<file path="src/pgr_pkg.sv">
package pgr_pkg;

    // Sizing
    localparam int MAX_WIDTH = 4096;
    localparam int PAL_DEPTH = 256;
    localparam int PAL_AW    = $clog2(PAL_DEPTH);
    localparam int CNT_W     = 13;
    localparam int CFG_W     = 13;
    localparam int CFG_IDX_W = 2;
    localparam int QDEPTH    = 4;
    localparam int Q_AW      = $clog2(QDEPTH);
    localparam int Q_CW      = $clog2(QDEPTH + 1);

    // Register indexes
    localparam logic [CFG_IDX_W-1:0] CFG_DEST_MODE  = 2'd0;
    localparam logic [CFG_IDX_W-1:0] CFG_SRC_FORMAT = 2'd1;
    localparam logic [CFG_IDX_W-1:0] CFG_LINE_WIDTH = 2'd2;

    // Output depth codes
    localparam logic [1:0] DEST_1BIT     = 2'd0;
    localparam logic [1:0] DEST_2BIT_INV = 2'd1;
    localparam logic [1:0] DEST_4BIT     = 2'd2;

    // Source format codes
    localparam logic [2:0] SRC_GRAY2  = 3'd0;
    localparam logic [2:0] SRC_GRAY4  = 3'd1;
    localparam logic [2:0] SRC_GRAY8  = 3'd2;
    localparam logic [2:0] SRC_IDX2   = 3'd3;
    localparam logic [2:0] SRC_IDX4   = 3'd4;
    localparam logic [2:0] SRC_IDX8   = 3'd5;
    localparam logic [2:0] SRC_RGB24  = 3'd6;
    localparam logic [2:0] SRC_RGBA32 = 3'd7;

    // Reset values
    localparam logic [1:0]       DEST_RESET     = DEST_2BIT_INV;
    localparam logic [2:0]       SRC_RESET      = SRC_GRAY8;
    localparam logic [CNT_W-1:0] WIDTH_M1_RESET = CNT_W'(800 - 1);
    localparam logic [3:0]       FREE_RESET     = 4'd8;

    localparam logic [7:0] GRAY2_LUT [4] = '{8'h00, 8'h55, 8'haa, 8'hff};

    typedef enum logic [1:0] {
        QOP_PAL,
        QOP_GRAY,
        QOP_INDEX
    } t_qop;

    typedef struct packed {
        t_qop       op;
        logic [7:0] addr;
        logic [7:0] gray;
        logic       last;
    } t_qent;

    typedef struct packed {
        logic [1:0]       dest_mode;
        logic [2:0]       src_format;
        logic [CNT_W-1:0] width_m1;
        logic             restart;
    } t_cfg;

    typedef struct packed {
        logic [7:0] out_byte;
        logic       line_end;
    } t_oent;

    // (r + 2g + b) / 4
    function automatic logic [7:0] rgb_gray(input logic [7:0] r, input logic [7:0] g,
                                            input logic [7:0] b);
        logic [9:0] sum;
        sum = {2'b00, r} + {1'b0, g, 1'b0} + {2'b00, b};
        return sum[9:2];
    endfunction

endpackage

</file>
<file path="src/pgr_if.sv">
interface pgr_in_if;
    logic       valid;
    logic       ready;
    logic       req_type;
    logic [7:0] data_byte;
    logic [7:0] pal_index;
    logic [7:0] pal_red;
    logic [7:0] pal_green;
    logic [7:0] pal_blue;

    modport source (output valid, req_type, data_byte, pal_index, pal_red, pal_green,
                    pal_blue, input ready);
    modport sink   (input valid, req_type, data_byte, pal_index, pal_red, pal_green,
                    pal_blue, output ready);
endinterface

interface pgr_out_if;
    logic       valid;
    logic       ready;
    logic [7:0] out_byte;
    logic       line_end;

    modport source (output valid, out_byte, line_end, input ready);
    modport sink   (input valid, out_byte, line_end, output ready);
endinterface

</file>
<file path="src/pixel_gray_reduce_pack.sv">
// A source byte or colour pixel is registered in the queue, the pixel stage and the result buffer.
// Throughput, while the queue has room: one item per cycle for 8-bit gray, 8-bit index, colour
//   bytes and palette writes; 2- and 4-bit sources take a new byte once the unpacker has queued
//   its pixels (fewer at line end), one a cycle. Results leave one byte per cycle when ready.
// Reset (synchronous, active low) restores the registers to their defaults and clears the
//   line position; palette entries are undefined until written.
module pixel_gray_reduce_pack (
    input  logic                            i_clk,
    input  logic                            i_rst_n,
    pgr_in_if.sink                          i_pix,
    pgr_out_if.source                       o_pix,
    input  logic                            i_cfg_we,
    input  logic [pgr_pkg::CFG_IDX_W-1:0]   i_cfg_idx,
    input  logic [pgr_pkg::CFG_W-1:0]       i_cfg_data
);

    logic [1:0]                 r_dest_mode;
    logic [2:0]                 r_src_format;
    logic [pgr_pkg::CNT_W-1:0]  r_width_m1, n_width_m1;
    logic                       restart;
    pgr_pkg::t_cfg              cfg;

    logic                       q_push;
    pgr_pkg::t_qent             q_in;
    logic                       q_full;
    logic                       q_valid;
    pgr_pkg::t_qent             q_out;
    logic                       q_pop;

    assign restart = i_cfg_we && ((i_cfg_idx == pgr_pkg::CFG_DEST_MODE) ||
                                  (i_cfg_idx == pgr_pkg::CFG_SRC_FORMAT) ||
                                  (i_cfg_idx == pgr_pkg::CFG_LINE_WIDTH));

    // clamp line width to one at the bottom and the maximum at the top
    always_comb begin
        if (i_cfg_data == '0) begin
            n_width_m1 = '0;
        end else if (32'(i_cfg_data) > pgr_pkg::MAX_WIDTH) begin
            n_width_m1 = pgr_pkg::CNT_W'(pgr_pkg::MAX_WIDTH - 1);
        end else begin
            n_width_m1 = pgr_pkg::CNT_W'(i_cfg_data - 1'b1);
        end
    end

    always_ff @(posedge i_clk) begin
        if (!i_rst_n) begin
            r_dest_mode  <= pgr_pkg::DEST_RESET;
            r_src_format <= pgr_pkg::SRC_RESET;
            r_width_m1   <= pgr_pkg::WIDTH_M1_RESET;
        end else if (i_cfg_we) begin
            case (i_cfg_idx)
                pgr_pkg::CFG_DEST_MODE:  r_dest_mode  <= i_cfg_data[1:0];
                pgr_pkg::CFG_SRC_FORMAT: r_src_format <= i_cfg_data[2:0];
                pgr_pkg::CFG_LINE_WIDTH: r_width_m1   <= n_width_m1;
                default:                 r_dest_mode  <= r_dest_mode;
            endcase
        end
    end

    assign cfg.dest_mode  = r_dest_mode;
    assign cfg.src_format = r_src_format;
    assign cfg.width_m1   = r_width_m1;
    assign cfg.restart    = restart;

    pgr_front u_front (
        .i_clk    (i_clk),
        .i_rst_n  (i_rst_n),
        .i_cfg    (cfg),
        .i_pix    (i_pix),
        .o_q_push (q_push),
        .o_q_ent  (q_in),
        .i_q_full (q_full)
    );

    pgr_queue u_queue (
        .i_clk   (i_clk),
        .i_rst_n (i_rst_n),
        .i_push  (q_push),
        .i_ent   (q_in),
        .o_full  (q_full),
        .o_valid (q_valid),
        .o_ent   (q_out),
        .i_pop   (q_pop)
    );

    pgr_back u_back (
        .i_clk     (i_clk),
        .i_rst_n   (i_rst_n),
        .i_cfg     (cfg),
        .i_q_valid (q_valid),
        .i_q_ent   (q_out),
        .o_q_pop   (q_pop),
        .o_pix     (o_pix)
    );

endmodule

</file>
<file path="src/pgr_front.sv">
module pgr_front (
    input  logic              i_clk,
    input  logic              i_rst_n,
    input  pgr_pkg::t_cfg     i_cfg,
    pgr_in_if.sink            i_pix,
    output logic              o_q_push,
    output pgr_pkg::t_qent    o_q_ent,
    input  logic              i_q_full
);

    logic [pgr_pkg::CNT_W-1:0] r_count, n_count;
    logic [1:0]                r_phase, n_phase;
    logic [1:0]                r_left, n_left;
    logic [7:0]                r_hold, n_hold;
    logic [7:0]                r_red, n_red;
    logic [7:0]                r_green, n_green;

    logic                      last;
    logic                      two_bit;
    logic [7:0]                src_byte;
    pgr_pkg::t_qent            pix;

    function automatic pgr_pkg::t_qent unpack(input logic [2:0] fmt, input logic [7:0] b);
        pgr_pkg::t_qent e;
        e      = '0;
        e.op   = pgr_pkg::QOP_GRAY;
        e.gray = b;
        case (fmt)
            pgr_pkg::SRC_GRAY2: e.gray = pgr_pkg::GRAY2_LUT[b[7:6]];
            pgr_pkg::SRC_GRAY4: e.gray = {b[7:4], b[7:4]};
            pgr_pkg::SRC_IDX2: begin
                e.op   = pgr_pkg::QOP_INDEX;
                e.addr = {6'b0, b[7:6]};
            end
            pgr_pkg::SRC_IDX4: begin
                e.op   = pgr_pkg::QOP_INDEX;
                e.addr = {4'b0, b[7:4]};
            end
            pgr_pkg::SRC_IDX8: begin
                e.op   = pgr_pkg::QOP_INDEX;
                e.addr = b;
            end
            default: e.gray = b;
        endcase
        return e;
    endfunction

    assign i_pix.ready = (r_left == 2'd0) && !i_q_full;
    assign src_byte    = (r_left != 2'd0) ? r_hold : i_pix.data_byte;
    assign two_bit     = (i_cfg.src_format == pgr_pkg::SRC_GRAY2) ||
                         (i_cfg.src_format == pgr_pkg::SRC_IDX2);
    assign last        = (r_count == i_cfg.width_m1);

    always_comb begin
        pix      = unpack(i_cfg.src_format, src_byte);
        pix.last = last;
        n_count  = r_count;
        n_phase  = r_phase;
        n_left   = r_left;
        n_hold   = r_hold;
        n_red    = r_red;
        n_green  = r_green;
        o_q_push = 1'b0;
        o_q_ent  = pix;
        if (i_cfg.restart) begin
            n_count = '0;
            n_phase = 2'd0;
            n_left  = 2'd0;
        end else if (r_left != 2'd0) begin
            // drain the rest of a sub-byte source byte, one pixel a cycle while the queue has room
            if (!i_q_full) begin
                o_q_push = 1'b1;
                if (last) begin
                    n_count = '0;
                    n_left  = 2'd0;
                end else begin
                    n_count = r_count + 1'b1;
                    n_left  = r_left - 2'd1;
                    n_hold  = two_bit ? {r_hold[5:0], 2'b00} : {r_hold[3:0], 4'b0000};
                end
            end
        end else if (i_pix.valid && i_pix.ready) begin
            if (i_pix.req_type) begin
                o_q_push     = 1'b1;
                o_q_ent      = '0;
                o_q_ent.op   = pgr_pkg::QOP_PAL;
                o_q_ent.addr = i_pix.pal_index;
                o_q_ent.gray = pgr_pkg::rgb_gray(i_pix.pal_red, i_pix.pal_green,
                                                 i_pix.pal_blue);
            end else begin
                case (i_cfg.src_format) inside
                    pgr_pkg::SRC_RGB24, pgr_pkg::SRC_RGBA32: begin
                        case (r_phase)
                            2'd0: begin
                                n_red   = i_pix.data_byte;
                                n_phase = 2'd1;
                            end
                            2'd1: begin
                                n_green = i_pix.data_byte;
                                n_phase = 2'd2;
                            end
                            2'd2: begin
                                o_q_push     = 1'b1;
                                o_q_ent      = '0;
                                o_q_ent.op   = pgr_pkg::QOP_GRAY;
                                o_q_ent.gray = pgr_pkg::rgb_gray(r_red, r_green,
                                                                 i_pix.data_byte);
                                o_q_ent.last = last;
                                // a line end skips the alpha phase, so the next byte counts as red
                                n_phase = (i_cfg.src_format == pgr_pkg::SRC_RGBA32 && !last)
                                          ? 2'd3 : 2'd0;
                                n_count = last ? '0 : r_count + 1'b1;
                            end
                            default: n_phase = 2'd0;
                        endcase
                    end
                    pgr_pkg::SRC_GRAY2, pgr_pkg::SRC_IDX2: begin
                        o_q_push = 1'b1;
                        n_count  = last ? '0 : r_count + 1'b1;
                        n_left   = last ? 2'd0 : 2'd3;
                        n_hold   = {i_pix.data_byte[5:0], 2'b00};
                    end
                    pgr_pkg::SRC_GRAY4, pgr_pkg::SRC_IDX4: begin
                        o_q_push = 1'b1;
                        n_count  = last ? '0 : r_count + 1'b1;
                        n_left   = last ? 2'd0 : 2'd1;
                        n_hold   = {i_pix.data_byte[3:0], 4'b0000};
                    end
                    default: begin
                        o_q_push = 1'b1;
                        n_count  = last ? '0 : r_count + 1'b1;
                    end
                endcase
            end
        end
    end

    always_ff @(posedge i_clk) begin
        if (!i_rst_n) begin
            r_count <= '0;
            r_phase <= 2'd0;
            r_left  <= 2'd0;
        end else begin
            r_count <= n_count;
            r_phase <= n_phase;
            r_left  <= n_left;
        end
        r_hold  <= n_hold;
        r_red   <= n_red;
        r_green <= n_green;
    end

endmodule

</file>
<file path="src/pgr_queue.sv">
module pgr_queue (
    input  logic            i_clk,
    input  logic            i_rst_n,
    input  logic            i_push,
    input  pgr_pkg::t_qent  i_ent,
    output logic            o_full,
    output logic            o_valid,
    output pgr_pkg::t_qent  o_ent,
    input  logic            i_pop
);

    pgr_pkg::t_qent                 r_mem [pgr_pkg::QDEPTH];
    logic [pgr_pkg::Q_AW-1:0]       r_head, r_tail;
    logic [pgr_pkg::Q_CW-1:0]       r_cnt, n_cnt;

    assign o_full  = (r_cnt == pgr_pkg::Q_CW'(pgr_pkg::QDEPTH));
    assign o_valid = (r_cnt != '0);
    assign o_ent   = r_mem[r_head];

    always_comb begin
        n_cnt = r_cnt;
        if (i_push && !i_pop) begin
            n_cnt = r_cnt + 1'b1;
        end else if (!i_push && i_pop) begin
            n_cnt = r_cnt - 1'b1;
        end
    end

    always_ff @(posedge i_clk) begin
        if (!i_rst_n) begin
            r_head <= '0;
            r_tail <= '0;
            r_cnt  <= '0;
        end else begin
            r_cnt <= n_cnt;
            if (i_push) begin
                r_tail <= r_tail + 1'b1;
            end
            if (i_pop) begin
                r_head <= r_head + 1'b1;
            end
        end
        if (i_push) begin
            r_mem[r_tail] <= i_ent;
        end
    end

    a_no_overflow: assert property (@(posedge i_clk) disable iff (!i_rst_n)
        i_push |-> !o_full)
        else $error("queue push while full");

    a_no_underflow: assert property (@(posedge i_clk) disable iff (!i_rst_n)
        i_pop |-> o_valid)
        else $error("queue pop while empty");

endmodule

</file>
<file path="src/pgr_back.sv">
module pgr_back (
    input  logic            i_clk,
    input  logic            i_rst_n,
    input  pgr_pkg::t_cfg   i_cfg,
    input  logic            i_q_valid,
    input  pgr_pkg::t_qent  i_q_ent,
    output logic            o_q_pop,
    pgr_out_if.source       o_pix
);

    // palette store, gray value per entry
    logic [7:0]                 r_mem [pgr_pkg::PAL_DEPTH];
    logic [7:0]                 r_rd_data;
    logic                       q_in_range;

    // pixel stage
    logic                       r_s2_valid;
    logic                       r_s2_lookup;
    logic                       r_s2_oor;
    logic [7:0]                 r_s2_gray;
    logic                       r_s2_last;

    // packer
    logic [7:0]                 r_pack, n_pack;
    logic [3:0]                 r_free, n_free;

    // result buffer
    pgr_pkg::t_oent             r_obuf [2];
    logic                       r_ohead;
    logic [1:0]                 r_ocnt;

    logic [7:0]                 gray;
    logic [3:0]                 bits;
    logic [3:0]                 val;
    logic [7:0]                 pk_new;
    logic [3:0]                 free_new;
    logic                       emit;
    pgr_pkg::t_oent             emit_ent;
    logic                       s2_fire;
    logic                       o_push;
    logic                       o_pop;

    assign q_in_range = ({1'b0, i_q_ent.addr} < 9'(pgr_pkg::PAL_DEPTH));

    assign gray = r_s2_lookup ? (r_s2_oor ? 8'h00 : r_rd_data) : r_s2_gray;

    always_comb begin
        case (i_cfg.dest_mode)
            pgr_pkg::DEST_1BIT: begin
                bits = 4'd1;
                val  = {3'b000, gray[7]};
            end
            pgr_pkg::DEST_2BIT_INV: begin
                bits = 4'd2;
                val  = {2'b00, ~gray[7:6]};
            end
            default: begin
                bits = 4'd4;
                val  = gray[7:4];
            end
        endcase
        pk_new            = (r_pack << bits) | {4'h0, val};
        free_new          = r_free - bits;
        emit              = r_s2_last || (free_new == 4'd0);
        emit_ent.line_end = r_s2_last;
        // flush a partial byte into the top bits at line end
        emit_ent.out_byte = r_s2_last ? (pk_new << free_new[2:0]) : pk_new;
    end

    assign s2_fire = r_s2_valid && (!emit || (r_ocnt != 2'd2));
    assign o_push  = s2_fire && emit;
    assign o_pop   = o_pix.valid && o_pix.ready;
    assign o_q_pop = i_q_valid && (!r_s2_valid || s2_fire);

    always_comb begin
        n_pack = r_pack;
        n_free = r_free;
        if (i_cfg.restart) begin
            n_pack = '0;
            n_free = pgr_pkg::FREE_RESET;
        end else if (s2_fire) begin
            n_pack = emit ? 8'h00 : pk_new;
            n_free = emit ? pgr_pkg::FREE_RESET : free_new;
        end
    end

    always_ff @(posedge i_clk) begin
        if (o_q_pop) begin
            if (i_q_ent.op == pgr_pkg::QOP_PAL && q_in_range) begin
                r_mem[i_q_ent.addr[pgr_pkg::PAL_AW-1:0]] <= i_q_ent.gray;
            end
            r_rd_data <= r_mem[i_q_ent.addr[pgr_pkg::PAL_AW-1:0]];
        end
    end

    always_ff @(posedge i_clk) begin
        if (!i_rst_n) begin
            r_s2_valid <= 1'b0;
            r_pack     <= '0;
            r_free     <= pgr_pkg::FREE_RESET;
            r_ohead    <= 1'b0;
            r_ocnt     <= 2'd0;
        end else begin
            r_pack <= n_pack;
            r_free <= n_free;
            if (o_q_pop) begin
                r_s2_valid <= (i_q_ent.op != pgr_pkg::QOP_PAL);
            end else if (s2_fire) begin
                r_s2_valid <= 1'b0;
            end
            if (o_pop) begin
                r_ohead <= ~r_ohead;
            end
            case ({o_push, o_pop})
                2'b10:   r_ocnt <= r_ocnt + 2'd1;
                2'b01:   r_ocnt <= r_ocnt - 2'd1;
                default: r_ocnt <= r_ocnt;
            endcase
        end
        if (o_q_pop) begin
            r_s2_lookup <= (i_q_ent.op == pgr_pkg::QOP_INDEX);
            r_s2_oor    <= !q_in_range;
            r_s2_gray   <= i_q_ent.gray;
            r_s2_last   <= i_q_ent.last;
        end
        if (o_push) begin
            r_obuf[r_ohead ^ r_ocnt[0]] <= emit_ent;
        end
    end

    assign o_pix.valid    = (r_ocnt != 2'd0);
    assign o_pix.out_byte = r_obuf[r_ohead].out_byte;
    assign o_pix.line_end = r_obuf[r_ohead].line_end;

    a_obuf_bound: assert property (@(posedge i_clk) disable iff (!i_rst_n)
        r_ocnt != 2'd3)
        else $error("result buffer overfilled");

    a_free_range: assert property (@(posedge i_clk) disable iff (!i_rst_n)
        (r_free != 4'd0) && (r_free <= pgr_pkg::FREE_RESET))
        else $error("packer free bit count out of range");

    a_line_restart: assert property (@(posedge i_clk) disable iff (!i_rst_n)
        s2_fire && r_s2_last |=> (r_free == pgr_pkg::FREE_RESET) && (r_pack == 8'h00))
        else $error("packer not cleared after line end");

endmodule
</file>
<file path="src/flat_wrapper.sv">
// flat-port wrapper written by rule: the top's interface ports become plain ports
module pixel_gray_reduce_pack_flat 
  (i_clk, i_rst_n, i_cfg_we, i_cfg_idx, i_cfg_data, i_pix_valid, i_pix_req_type, i_pix_data_byte, i_pix_pal_index, i_pix_pal_red, i_pix_pal_green, i_pix_pal_blue, i_pix_ready, o_pix_valid, o_pix_out_byte, o_pix_line_end, o_pix_ready);
  pgr_in_if i_pix_i ();
  pgr_out_if o_pix_i ();
  input  logic i_clk;
  input  logic i_rst_n;
  input  logic i_cfg_we;
  input  logic [pgr_pkg::CFG_IDX_W-1:0] i_cfg_idx;
  input  logic [pgr_pkg::CFG_W-1:0] i_cfg_data;
  input wire logic [$bits(i_pix_i.valid)-1:0] i_pix_valid;
  input wire logic [$bits(i_pix_i.req_type)-1:0] i_pix_req_type;
  input wire logic [$bits(i_pix_i.data_byte)-1:0] i_pix_data_byte;
  input wire logic [$bits(i_pix_i.pal_index)-1:0] i_pix_pal_index;
  input wire logic [$bits(i_pix_i.pal_red)-1:0] i_pix_pal_red;
  input wire logic [$bits(i_pix_i.pal_green)-1:0] i_pix_pal_green;
  input wire logic [$bits(i_pix_i.pal_blue)-1:0] i_pix_pal_blue;
  output wire logic [$bits(i_pix_i.ready)-1:0] i_pix_ready;
  output wire logic [$bits(o_pix_i.valid)-1:0] o_pix_valid;
  output wire logic [$bits(o_pix_i.out_byte)-1:0] o_pix_out_byte;
  output wire logic [$bits(o_pix_i.line_end)-1:0] o_pix_line_end;
  input wire logic [$bits(o_pix_i.ready)-1:0] o_pix_ready;
  assign i_pix_i.valid = i_pix_valid;
  assign i_pix_i.req_type = i_pix_req_type;
  assign i_pix_i.data_byte = i_pix_data_byte;
  assign i_pix_i.pal_index = i_pix_pal_index;
  assign i_pix_i.pal_red = i_pix_pal_red;
  assign i_pix_i.pal_green = i_pix_pal_green;
  assign i_pix_i.pal_blue = i_pix_pal_blue;
  assign i_pix_ready = i_pix_i.ready;
  assign o_pix_valid = o_pix_i.valid;
  assign o_pix_out_byte = o_pix_i.out_byte;
  assign o_pix_line_end = o_pix_i.line_end;
  assign o_pix_i.ready = o_pix_ready;
  pixel_gray_reduce_pack u_core (.i_clk(i_clk), .i_rst_n(i_rst_n), .i_pix(i_pix_i), .o_pix(o_pix_i), .i_cfg_we(i_cfg_we), .i_cfg_idx(i_cfg_idx), .i_cfg_data(i_cfg_data));
endmodule
</file>
<file path="config.mk">
export PLATFORM = sky130hd
export DESIGN_NAME = pixel_gray_reduce_pack_flat
export DESIGN_NICKNAME = d
export VERILOG_FILES = /design/src/pgr_pkg.sv /design/src/pgr_if.sv /design/src/pixel_gray_reduce_pack.sv /design/src/pgr_front.sv /design/src/pgr_queue.sv /design/src/pgr_back.sv /design/src/flat_wrapper.sv
export SDC_FILE = /design/constraint.sdc
export NUM_CORES = 1
export LEC_CHECK = 0
export BUFFER_PORTS_ARGS = -buffer_cell sky130_fd_sc_hd__clkbuf_2
export CORE_AREA = 2 2 287 402
export CTS_CLUSTER_DIAMETER = 60
export CTS_CLUSTER_SIZE = 16
export DETAILED_ROUTE_END_ITERATION = 8
export DIE_AREA = 0 0 289 404
export GPL_TIMING_DRIVEN = 1
export PLACE_DENSITY = 0.64
export SYNTH_ARGS = -nofsm -noshare
export SYNTH_HDL_FRONTEND = slang
export SYNTH_HIERARCHICAL = 1
export SYNTH_SLANG_ARGS = --single-unit
export TNS_END_PERCENT = 50
</file>
<file path="constraint.sdc">
create_clock -name i_clk -period 4.9 [get_ports i_clk]
set_input_delay 0.49 -clock i_clk [delete_from_list [all_inputs] [get_ports i_clk]]
set_output_delay 0.49 -clock i_clk [all_outputs]
set_load 0.05 [all_outputs]
</file>
==> results of run 1 <==
[worst reg2reg max path, delay by kind of cell (launching register included)]
family	cells	cell delay [ns]
simple gates	4	2.16
mux	1	0.68
buf+inv	2	0.60
flops	1	0.49
[stage by stage]
| step | instances | cell area, um^2 | hold WS, ns |
|---|---|---|---|
| after floorplan | 2764 | 49700 | 0.429 |
| after global routing | 4373 | 54200 | 0.0816 |
| after detailed placement | 4247 | 51800 | 0.450 |
| final | 4373 | 54200 | 0.0822 |
| after CTS | 4373 | 54200 | 0.0435 |
| after global placement | 4247 | 51800 | 0.438 |
[power breakdown]
group,internal (W),leakage [nW],switching [W],total (W)
Sequential,0.0127,10.7,0.000150,0.0129
Clock,0.00332,1.16,0.00330,0.00663
Combinational,0.00336,4.87,0.00620,0.00956
Total,0.0194,16.7,0.00965,0.0290
[flip-flops by register name, summed over array words and instances (netlist names), 3 cells and up, named ones only]
name	cells
u_core/u_back/r_mem	1024
u_core/u_back/r_rd_data	4
u_core/u_back/r_s2_gray	4
u_core/u_front/r_green	8
u_core/u_back/r_pack	7
u_core/r_src_format	3
u_core/u_back/r_obuf	18
u_core/u_queue/r_mem	60
u_core/u_front/r_count	13
u_core/u_front/r_hold	6
u_core/u_queue/r_cnt	3
u_core/u_front/r_red	8
u_core/u_back/r_free	4
u_core/r_width_m1	13
[path summary, 6_finish.rpt]
kind	startpoint	to	slack (ns)	depth (start not counted)
setup / recovery	flop	u_core/u_back/r_mem[63][6]$_DFFE_PP_	0.60	7
hold / removal	i_pix_data_byte[5]	u_core/u_front/r_green[5]$_DFFE_PP_	0.08	1
setup reg to reg	flop	u_core/u_back/r_mem[63][6]$_DFFE_PP_	0.60	7
hold reg to reg	u_core/u_front/r_left[1]$_SDFFE_PP0P_	u_core/u_front/r_left[1]$_SDFFE_PP0P_	0.46	2
[area by class of cell]
cell class	instances	area share (%)
clock buffer	120	4.32
clock inverter	6	0.113
inverter	38	0.263
multi-input combinational	1382	24.8
sequential	1194	65.0
tap	1480	3.42
timing repair buffer	153	2.02
[per-layer routing]
layer	wire (um)	vias up	track usage [%]
met4	6190	2	10.3
met2	65700	1230	38.0
met1	44000	13825	25.4
met5	13	-	0
li1	-	11164	-
met3	8260	255	3.04
==> key figures, run 1 <==
Status
  – Status: complete, no violations

Floorplan
  – Num rows: 146
  – Starting density of the core: 44.0%
  – Die area: 117000 um^2
  – Core area: 113000 um^2
  – Top-level port count: 72
  – Die W: 289 um
  – Die Y: 404 um

STA
  – Fmax achieved: 0.233 GHz
  – Tcrit/Tclk final: 87.7%
  – Rel. slew slack: 11.4%
  – Final setup margin: 0.603 ns
  – Final Hold Violating Endpoints: 0
  – RSZ-0062 raised after global routing: no
  – Fin Setup TNS: 0 ns
  – Worst Tran Pin Value: 1.32 ns
  – Fin. max-slew vios: 0
  – Finish-stage setup viols: 0
  – Final min period: 4.30 ns
  – Clock Skew: 0.0275 ns

Job
  – Total of max-cap violations: 0

Clock network
  – Cts repair resizes: 0
  – Reg clk slew, reported paths: 0.07 ns
  – CTS root buf: clkbuf_16
  – Worst-Skew Late Latency: 0.68 ns
  – CTS buffer count: 85
  – Postcts setup bufs: 0
  – CTS HTree Levels: 3
  – Clk sink count: 1194
  – CTS tree: built
  – Hold_buf cts: 0
  – Worst-case clock buffer depth: 3

Worst setup path
  – Max FO, Critical Path: 17
  – Data arrival, critical path: 4.61 ns
  – Worst Setup Start Kind: flop
  – Delay-heaviest family, CP: simple AND/OR/NAND/NOR gates
  – CP bufs+invs: 2
  – Required time worst endpoint: 5.21 ns
  – Slowest CP cell: nor3_1
  – Crit path kind: flop to flop
  – Crit path capture type: flop
  – Crit path cell chain: buf_4 > mux4_2 > buf_4 > nand2_1 > nor3_1 > nand2_1 > nor2_1
  – CP max stage delay: 1.13 ns

Synth
  – Mapped Area: 49700 um^2
  – Cells after synthesis: 2764
  – Avg Synthesized Cell Area: 18.0 um^2
  – Syn Nets: 2869
  – Yosys warns: 6

Place
  – DP HPWL: 80.2 mm
  – Count of buffers from port buffering: 71
  – Placer Congestion: 0.896
  – Pre-CTS setup slack: 0.736 ns

Global routing
  – Total GRT Usage: 21.4%
  – Total congestion overflow: 0
  – Vias in the first global route: 27546
  – First-pass GRT wire length: 182 mm
  – Largest net degree at the start of global routing: 258
  – Initial antenna violation count: 2

Finish
  – Most common cell after layout, fill and taps aside: edfxtp_1
  – Commonest cells after routing, fill and taps aside: edfxtp_1 (1134), nor2_1 (330), mux4_2 (291)
  – P&R area growth vs syn: 9.10%
  – N_diodes: 0
  – Filler cells: 9311
  – Share of cells above drive strength 1: 20.8%
  – Multi-input logic area: 13500 um^2
  – Post-layout util: 48.0%
  – Net count, final: 2959
  – Register area: 35300 um^2

Power
  – Post-route total power: 0.0290 W
  – Pleak: 16.7 nW
  – Worst IR Drop VDD: 592 uV
  – Pwr dens: 536 nW/um^2

Routing
  – Drt pass-1 iters: 6
  – Routed wire per std cell: 28.4 um
  – Initial DRC Count: 2762
  – Remaining DRCs: 0
  – Routed vias: 26476
  – Post-route ant nets: 0
  – Wirelength, routed: 124 mm
  – Via/cell ratio: 6.05

Worst hold path
  – Hold Path Class: input pin to flop
No activity file was read; power rests on OpenSTA's default activity.
==> inputs of run 2 (changes only) <==
--- a/config.mk
+++ b/config.mk
@@ -12,7 +12,7 @@
 export DETAILED_ROUTE_END_ITERATION = 8
 export DIE_AREA = 0 0 289 404
 export GPL_TIMING_DRIVEN = 1
-export PLACE_DENSITY = 0.64
+export PLACE_DENSITY = 0.62
 export SYNTH_ARGS = -nofsm -noshare
 export SYNTH_HDL_FRONTEND = slang
 export SYNTH_HIERARCHICAL = 1
==> constraint.sdc (replaced) <==
create_clock -name i_clk -period 4.3 [get_ports i_clk]
set_input_delay 0.43 -clock i_clk [delete_from_list [all_inputs] [get_ports i_clk]]
set_output_delay 0.43 -clock i_clk [all_outputs]
set_load 0.05 [all_outputs]
==> run 2 against run 1 <==
  * Final cell count is 0.87% higher
  * Highest routed layer unchanged
  * Setup slack worse by 0.46 ns
  * Sequential share of layout area is 0.42 points lower
==> key figures, run 2 (synthesis gave the netlist of run 1 again) <==
Status
  – Status: complete, no violations

Finish
  – Share of cells above drive strength 1: 21.6%
  – Most common cell after layout, fill and taps aside: edfxtp_1
  – Filler cells: 9308
  – Commonest cells after routing, fill and taps aside: edfxtp_1 (1134), nor2_1 (330), mux4_2 (291)
  – N_diodes: 0
  – Largest register FFs: 1024
  – Net count, final: 2998
  – Final instance area: 54600 um^2
  – Post-layout util: 48.3%
  – P&R area growth vs syn: 9.81%
  – Most flop-heavy register: u_core/u_back/r_mem

Power
  – Worst IR Drop VDD: 398 uV
  – Pwr dens: 611 nW/um^2
  – Pleak: 16.9 nW

Clock network
  – Worst-Skew Late Latency: 0.70 ns
  – CTS HTree Levels: 3
  – Worst-case clock buffer depth: 3
  – CTS buffer count: 85
  – Cts repair resizes: 0
  – Reg clk slew, reported paths: 0.07 ns
  – Clk sink count: 1194
  – CTS tree: built
  – CTS root buf: clkbuf_16

STA
  – Clock Skew: 0.0242 ns
  – Rel. slew slack: 3.81%
  – Fin. max-slew vios: 0
  – Fmax achieved: 0.240 GHz
  – Final setup margin: 0.138 ns
  – Final min period: 4.16 ns
  – Worst Tran Pin Value: 1.43 ns
  – Final Hold Violating Endpoints: 0
  – Tcrit/Tclk final: 96.8%
  – Finish-stage setup viols: 0
  – Hold Worst Slack: 0.0433 ns
  – Fin Setup TNS: 0 ns
  – RSZ-0062 raised after global routing: no

Place
  – Placer Congestion: 0.899
  – DP HPWL: 84.3 mm
  – DP Area: 52100 um^2
  – Count of buffers from port buffering: 71
  – Pre-CTS setup slack: 0.0877 ns

Global routing
  – Initial antenna violation count: 1
  – Vias in the first global route: 27713
  – Total congestion overflow: 0
  – Largest net degree at the start of global routing: 101
  – Total GRT Usage: 21.9%
  – First-pass GRT wire length: 186 mm

Worst setup path
  – Crit path kind: flop to flop
  – Required time worst endpoint: 4.86 ns
  – Data arrival, critical path: 4.72 ns
  – Max FO, Critical Path: 60
  – Crit path capture type: flop
  – Worst Setup Start Kind: flop

Floorplan
  – Die Y: 404 um
  – Die W: 289 um
  – Core area: 113000 um^2
  – Starting density of the core: 44.0%
  – Num rows: 146
  – Top-level port count: 72
  – Die area: 117000 um^2

Job
  – Total of max-cap violations: 0

Worst hold path
  – Hold Path Class: input pin to flop

Routing
  – Via/cell ratio: 6.04
  – Initial DRC Count: 2595
  – Routed vias: 26652
  – Post-route ant nets: 0
  – Drt pass-1 iters: 6
  – Remaining DRCs: 0
  – Routed wire per std cell: 28.7 um
  – Wirelength, routed: 127 mm
[run 2: area by class of cell]
cell class | instances | area (um^2) | area share (%)
flip-flops and latches | 1194 | 35300 | 64.6
multi-input cells | 1382 | 13500 | 24.7
clock buffers | 115 | 2240 | 4.10
well taps | 1480 | 1850 | 3.39
repair buffers | 192 | 1490 | 2.73
inverters | 38 | 143 | 0.261
clock inverters | 10 | 124 | 0.227
[run 2: timing repair]
| action | in CTS | in global routing |
|---|---|---|
| buffers inserted | 0 | 0 |
| hold buffers | 6 | 0 |
| hold endpoints to repair | 12 | 0 |
[run 2: through the flow]
| stage | cells | power [W] |
|---|---|---|
| 2_1_floorplan | 2764 | 0.0220 |
| 3_3_place_gp | 4280 | 0.0260 |
| 3_5_place_dp | 4280 | 0.0262 |
| 4_1_cts | 4411 | 0.0336 |
| 5_1_grt | 4411 | 0.0345 |
| 6_report | 4411 | 0.0334 |
[run 2: critical path, stage by stage (launching register included)]
cell and delay (ns):
dfxtp_1 0.44, mux4_4 0.86, buf_12 0.28, mux4_2 0.49
mux4_2 0.30, o21ai_0 0.12, a2111oi_0 0.97, a21oi_1 0.28
nand4_1 0.15
[run 2: per-layer routing]
layer | track usage [%] | up-vias | part of all wire, %
met3 | 3.29 | 253 | 6.6
met4 | 9.77 | 2 | 4.6
met2 | 39.2 | 1142 | 53
li1 | - | 11238 | -
met5 | 0 | - | 0.010
met1 | 26.0 | 14017 | 35
[run 2: where the power goes]
group          switching [W]  total [W]  internal [W]
registers           0.000163     0.0146        0.0145
logic                0.00719     0.0113       0.00408
clock network        0.00381    0.00747       0.00366
[run 2: final timing paths]
path	slack [ns]	to	start	cells after the start
worst max register to register	0.14	u_core/u_back/r_rd_data[7]$_DFFE_PP_	flop	8
worst max-delay path	0.14	u_core/u_back/r_rd_data[7]$_DFFE_PP_	flop	8
worst min-delay path	0.04	u_core/u_front/r_green[2]$_DFFE_PP_	i_pix_data_byte[2]	1
worst min register to register	0.46	u_core/u_back/r_pack[6]$_SDFFE_PP0P_	u_core/u_back/r_pack[6]$_SDFFE_PP0P_	2
